### src/rudi_pkg.sv
// rudi_pkg: shared types and constants for the ray versus unit disc unit
// no dependencies
`timescale 1ns / 1ps

package rudi_pkg;

  // fixed formats
  localparam int FracBits  = 16;
  localparam int EntryBits = 21;
  localparam int RegBits   = 63;
  localparam int MinDenBits = 31;
  localparam int RowCnt    = 3;

  // configuration register indexes
  localparam logic [2:0] REG_ROW_X  = 3'd0;
  localparam logic [2:0] REG_ROW_Y  = 3'd1;
  localparam logic [2:0] REG_ROW_Z  = 3'd2;
  localparam logic [2:0] REG_OFFSET = 3'd3;
  localparam logic [2:0] REG_MINDEN = 3'd4;

  // reset values: identity transform, zero offset
  localparam logic [RegBits-1:0]    ROW_X_RST  = 63'd32768;
  localparam logic [RegBits-1:0]    ROW_Y_RST  = 63'd68719476736;
  localparam logic [RegBits-1:0]    ROW_Z_RST  = 63'd144115188075855872;
  localparam logic [RegBits-1:0]    OFFSET_RST = 63'd0;
  localparam logic [MinDenBits-1:0] MINDEN_RST = 31'd1;

  // per-item control traveling down the pipeline
  typedef struct packed {
    logic valid;
    logic miss;
    logic sat;
  } rudi_flags_t;

endpackage

### src/rudi_scale.sv
// rudi_scale: two-stage signed magnitude times t, result in Q.16 truncated
// depends on rudi_pkg
`timescale 1ns / 1ps

module rudi_scale #(
  parameter int AW = 41,
  parameter int TW = 31
) (
  input  logic                 clk_i,
  input  logic                 en_i,
  input  logic signed [AW-1:0] a_i,
  input  logic [TW-1:0]        t_i,
  output logic                 neg_o,
  output logic                 big_o,
  output logic [59:0]          mag_o
);
  import rudi_pkg::*;

  localparam int LO = AW / 2;
  localparam int HI = AW - LO;
  localparam int PW = AW + TW;

  logic [AW-1:0]    amag;
  logic [LO+TW-1:0] pl_q;
  logic [HI+TW-1:0] ph_q;
  logic             neg1_q;
  logic [PW-1:0]    prod;

  // split partial products
  assign amag = a_i[AW-1] ? AW'(-a_i) : AW'(a_i);

  always_ff @(posedge clk_i) begin
    if (en_i) begin
      pl_q   <= amag[LO-1:0] * (LO+TW)'(t_i);
      ph_q   <= amag[AW-1:LO] * (HI+TW)'(t_i);
      neg1_q <= a_i[AW-1];
    end
  end

  // recombine, drop fraction, flag magnitude of 2^60 or more
  assign prod = (PW'(ph_q) << LO) + PW'(pl_q);

  always_ff @(posedge clk_i) begin
    if (en_i) begin
      mag_o <= 60'(prod >> FracBits);
      big_o <= (prod >> (60 + FracBits)) != '0;
      neg_o <= neg1_q;
    end
  end

endmodule
### config.mk
export PLATFORM = sky130hd
export DESIGN_NAME = rudi_scale
export DESIGN_NICKNAME = d
export VERILOG_FILES = /design/src/rudi_pkg.sv /design/src/rudi_scale.sv
export SDC_FILE = /design/constraint.sdc
export NUM_CORES = 2
export LEC_CHECK = 0
export BUFFER_PORTS_ARGS = -buffer_cell sky130_fd_sc_hd__buf_2
export CORE_MARGIN = 4
export CORE_UTILIZATION = 50
export CTS_BUF_LIST = sky130_fd_sc_hd__clkbuf_4 sky130_fd_sc_hd__clkbuf_8
export CTS_CLUSTER_SIZE = 12
export DETAILED_ROUTE_END_ITERATION = 10
export PLACE_DENSITY_LB_ADDON = 0.1
export SYNTH_ARGS = -nofsm -noshare
export SYNTH_HDL_FRONTEND = slang
export SYNTH_SLANG_ARGS = --single-unit
### constraint.sdc
create_clock -name clk_i -period 21.5 [get_ports clk_i]
set_clock_uncertainty 0.05 [all_clocks]
set_input_delay 4.3 -clock clk_i [delete_from_list [all_inputs] [get_ports clk_i]]
set_output_delay 4.3 -clock clk_i [all_outputs]
set_load 0.01 [all_outputs]
## Yosys cells after proc, flatten, opt, wreduce, memory -nomap -nowiden

Index checks and enable logic that the tools add are counted.

- Add/sub/neg operators: 2
- Multiply operators: 2
- Div/mod/pow operators: 0
- Order comparisons: 0
- Eq/ne operators: 0
- Shifts and indexed selects: 0
- Multiplexer cells: 1
- Bitwise operators: 0
- Reduce and logical (&&, ||, !) cells: 0

Operators with widths:

| operator | number |
|---|---|
| 72-bit by 51-bit adder with 72-bit output | 1 |
| 21-bit by 31-bit multiplier with 52-bit output | 1 |
| 20-bit by 31-bit multiplier with 51-bit output | 1 |
| 41-bit 2-to-1 mux | 1 |
| 41-bit negation | 1 |

- Register bits after elaboration: 161
- Latch bits: 0
- Memory bits (writable): 0
- ROM bits: 0
- Logic and storage cells: 10
- Memories: 0

## Depth between registers and ports, before layout

- Depth after elaboration: 3
- Depth in mapped cells: 37
- Mapped depth without buffers: 34

## Worst setup path before layout

No wires, ideal clock.

- Path kind: input-to-reg
- Start point: in a_i[7]
- End point: reg ph_q[48], data pin
- Setup time: 0.265 ns
- Data arrival time: 12.912 ns
- Required time: 21.185 ns
- Path slack: 8.273 ns
- Stages on the path: 34
- Buffers on the path: 3
- Path through: or4_1 or3_1 or2_1 buf_2 or3_4 nand2b_4 or3_4 nand2_1 xnor2_1 clkbuf_1 nand2_1 fa_1 inv_1 fa_1 inv_1 fa_1 inv_1 fa_1 fa_1 fa_1 inv_1 fa_1 inv_1 ha_1 clkbuf_1 a21o_1 a21o_1 a221o_1 a221o_1 o211ai_1 a21oi_1 o21ai_0 o21ai_0 xor2_1

- Cells in the longest elaborated chain, start to end: 3

Ends and longest elaborated chain:

| what | line | text |
|---|---|---|
| start, declared | rudi_scale.sv:11 | `input logic signed [AW-1:0] a_i,` |
| 41-bit negation | rudi_scale.sv:30 | `assign amag = a_i[AW-1] ? AW'(-a_i) : AW'(a_i);` |
| 41-bit 2-to-1 mux | rudi_scale.sv:30 |  |
| 21-bit by 31-bit multiplier with 52-bit output | rudi_scale.sv:35 | `ph_q <= amag[AW-1:LO] * (HI+TW)'(t_i);` |
| end signal, assigned | rudi_scale.sv:35 |  |
| end, declared | rudi_scale.sv:25 | `logic [HI+TW-1:0] ph_q;` |

No other way between the ends.
A chain may end at the register's enable or synchronous reset.

## Final worst setup path

- Start point: in a_i[7]
- End point: reg ph_q[49], data pin

Same word-level chain as after synthesis.

==> summary.md <==
* **number of buffers added by the clock tree synthesis step** 17
* **clock latency at the later pin of the worst-skew pair** 0.57 ns
* **maximum fanout count along the critical path** 31
* **root buf cell** clkbuf_8
* **global-route met2 utilization** 0.480
* **number of hold-slack violations in the final timing report** 0
* **first-pass GRT wire length** 216000 µm
* **Highest Clock Rate** 0.0700 GHz
* **launch instance of the worst min-delay path** pl_q[17]
* **detailed-route wire length** 137000 µm
* **path class of the lowest-slack min-delay path** register to register
* **stage delay of the slowest cell on the critical path** 0.56 ns
* **drt first-iter violations** 2323
* **HPWL Detailed** 99500 µm
* **Synth area leaders** fa_1 (45%), inv_1 (9.4%), ha_1 (9.4%)
* **Post CTS Setup Buffer Count** 0
* **total setup violations reported at the end of the flow** 0
* **critical setup path kind** input port to register
* **clock transition at the registers of the reported paths** 0.10 ns
* **Congestion Overflow GR** 0
* **pin count of the biggest net entering global routing** 85
* **outcome** finished clean
* **max-slew violations** 0
* **GR Util All Layers** 0.288
* **fraction of final layout cells sized beyond drive strength 1** 0.0559
* **filler cell count** 8775
* **flop and latch count out of synthesis** 145
* **endpoint with the worst hold slack** mag_o[1]
* **GRT busiest layer** met2
* **transition time of the tightest slew-check pin** 1.17 ns
* **summed instance area of the synthesized netlist** 0.0471 mm²
* **top-count cell post-synth** inv_1
* **type of destination of the critical path** register
* **horizontal die dimension** 315 µm
* **vertical extent of the die** 315 µm
* **area of the die** 0.0992 mm²
* **library cell contributing the largest single delay on the critical path** or4_1
* **I/O pin total** 136
* **r2r endpoint** mag_o[37]
* **clock tree from TritonCTS** done
* **total clock sinks** 145
* **Mapped Cells** 5170
* **placer's final routability congestion estimate** 0.895
* **unrepaired setup endpoints after global routing** false
* **maxcap violations** 0
* **worst hold path cell count** 0
* **cell types with the highest counts after synthesis** inv_1 (1179), fa_1 (1066), nand2_1 (909)
* **final worst-path cycle share** 0.665
* **First-pass DRT Iterations** 7
* **area share of the largest cell type after synthesis** 0.453
* **critical path required time** 21.74 ns
* **# hold bufs at CTS** 0
* **post-route minimum period** 14.29 ns
* **number of buffer cells added on primary ports** 130
* **synthesis warning total** 0
* **startpoint type of the worst setup path** input port
* **vias after detailed routing** 34962
* **final net count** 6614
* **Mean Syn Cell Area** 9.11 µm²
* **remaining design rule violation count** 0
* **layout overhead on the synthesized area** 5.39%
* **maximum clock path buffer count** 2
* **relative max-transition margin** 0.209
* **initial antenna violation count** 7
* **met1 GRT Util** 0.384
* **count of standard-cell rows** 112
* **number of synthesized flops with an enable pin** 145
* **H-tree depth** 4
* **dominant synthesized flop cell** edfxtp_1
* **final routed wire length divided by cell count** 21.5 µm
* **proportion of synthesized chip area in sequential cells** 0.0924
* **via count of the first global-routing pass** 37036
* **met3 track utilization from global routing** 0.0560
* **total of cells resized after clock tree synthesis** 0
* **r2r startpoint** ph_q[2]
* **Total Negative Setup Slacks** 0 ns
* **depth of the most critical reg-to-reg path** 11
* **Crit path top cell by count** fa_1
* **arrival time at the worst endpoint** 14.54 ns
* **core outline area** 0.0933 mm²
* **ANT nets after route** 0
* **Yosys top cell by area** fa_1
* **distinct cell type count of the synthesized netlist** 62
* **fraction of registers with async set/reset** 0
* **effective utilization at floorplan** 0.505
* **drt via density** 5.47
* **setup slack of the most critical reg-to-reg path** 16.40 ns
[logic make-up after synthesis]
kind of cell	count (synthesis)	synth area share
DFF	145	0.0924
AOI/OAI and AO/OA	398	0.0534
buffers and inverters	1454	0.116
and+or+nand+nor	1577	0.158
adders and majority gates	1419	0.547
muxes	3	0.000638
other	1	0.0000796
xor gates and xnor gates	173	0.0322
[registers in the layout (all words and copies together) (netlist names)]
signal	flops
neg_o	1
mag_o	56
ph_q	52
neg1_q	1
pl_q	35
[how the worst max path moves through the flow]
stage	startpoint	end	slack [ns]
final	a_i[7]	ph_q[49]	7.21
after global routing	a_i[2]	ph_q[48]	6.60
after CTS	a_i[2]	ph_q[49]	7.23
after detailed placement	a_i[2]	ph_q[51]	6.64
after global placement	a_i[2]	ph_q[51]	6.72
after floorplan	a_i[7]	ph_q[48]	8.27
[routing by layer]
metal  share of wire  vias up  routed length, µm
li1                -    15191                  -
met3           0.080      263              11000
met4           0.030        2               4060
met5        0.000095        -                 13
met1            0.41    18159              56200
met2            0.48     1347              65900
[area by class of cell]
| class | instances | area (µm²) | area share |
|---|---|---|---|
| Inverter | 1179 | 4430 | 0.0891 |
| Sequential cell | 145 | 4350 | 0.0877 |
| Tap cell | 1254 | 1570 | 0.0316 |
| Clock buffer | 18 | 241 | 0.00486 |
| Antenna cell | 4 | 10.0 | 0.000202 |
| Multi-Input combinational cell | 3575 | 37600 | 0.758 |
| Clock inverter | 13 | 199 | 0.00401 |
| Timing Repair Buffer | 203 | 1200 | 0.0243 |
[through the flow]
stage,utilization,worst slack (ns),hold WS [ns],cell area [µm²],cells
2_1_floorplan,-,8.27,0.350,47100,5174
3_3_place_gp,0.527,6.72,0.351,49200,6356
3_5_place_dp,0.527,6.64,0.355,49200,6356
4_1_cts,0.532,7.23,0.375,49600,6387
5_1_grt,0.532,6.60,0.391,49600,6388
6_report,0.532,7.21,0.378,49600,6391
[worst max-delay path: cells and delay by family]
family	cells	cell delay, ns
fa+ha+maj	8	3.88
simple gates	10	3.60
compound gates	6	1.70
buf+inv	6	0.80
xor+xnor	2	0.23
[cell usage in the layout (no fill, tap or decap), types with 5 or more instances in the layout]
cell type	Yosys	layout
a211oi_1	12	12
a21boi_0	9	9
a21o_1	63	63
a21oi_1	123	123
a221oi_1	5	5
a31oi_1	12	12
and2_1	425	425
and3_1	11	11
buf_2	4	129
buf_4	6	73
clkbuf_8	0	17
conb_1	1	5
edfxtp_1	145	145
fa_1	1066	1066
ha_1	353	353
inv_1	1179	1179
inv_6	0	5
nand2_1	909	909
nand2b_1	18	18
nand3_1	21	21
nand3b_1	5	5
nand4_1	25	25
nor2_1	62	62
nor2b_1	40	40
nor3_1	21	21
nor4_1	6	6
o211ai_1	9	9
o21a_1	8	8
o21ai_0	87	87
o21bai_1	21	21
o31ai_1	13	13
o41ai_1	7	7
or3_1	9	9
or4_1	5	5
xnor2_1	112	76
xnor2_2	0	33
xor2_1	61	59
Power is left out: the tool's default activity adds up to more than one toggle a clock period on the data nets, which glitch-free logic cannot reach.
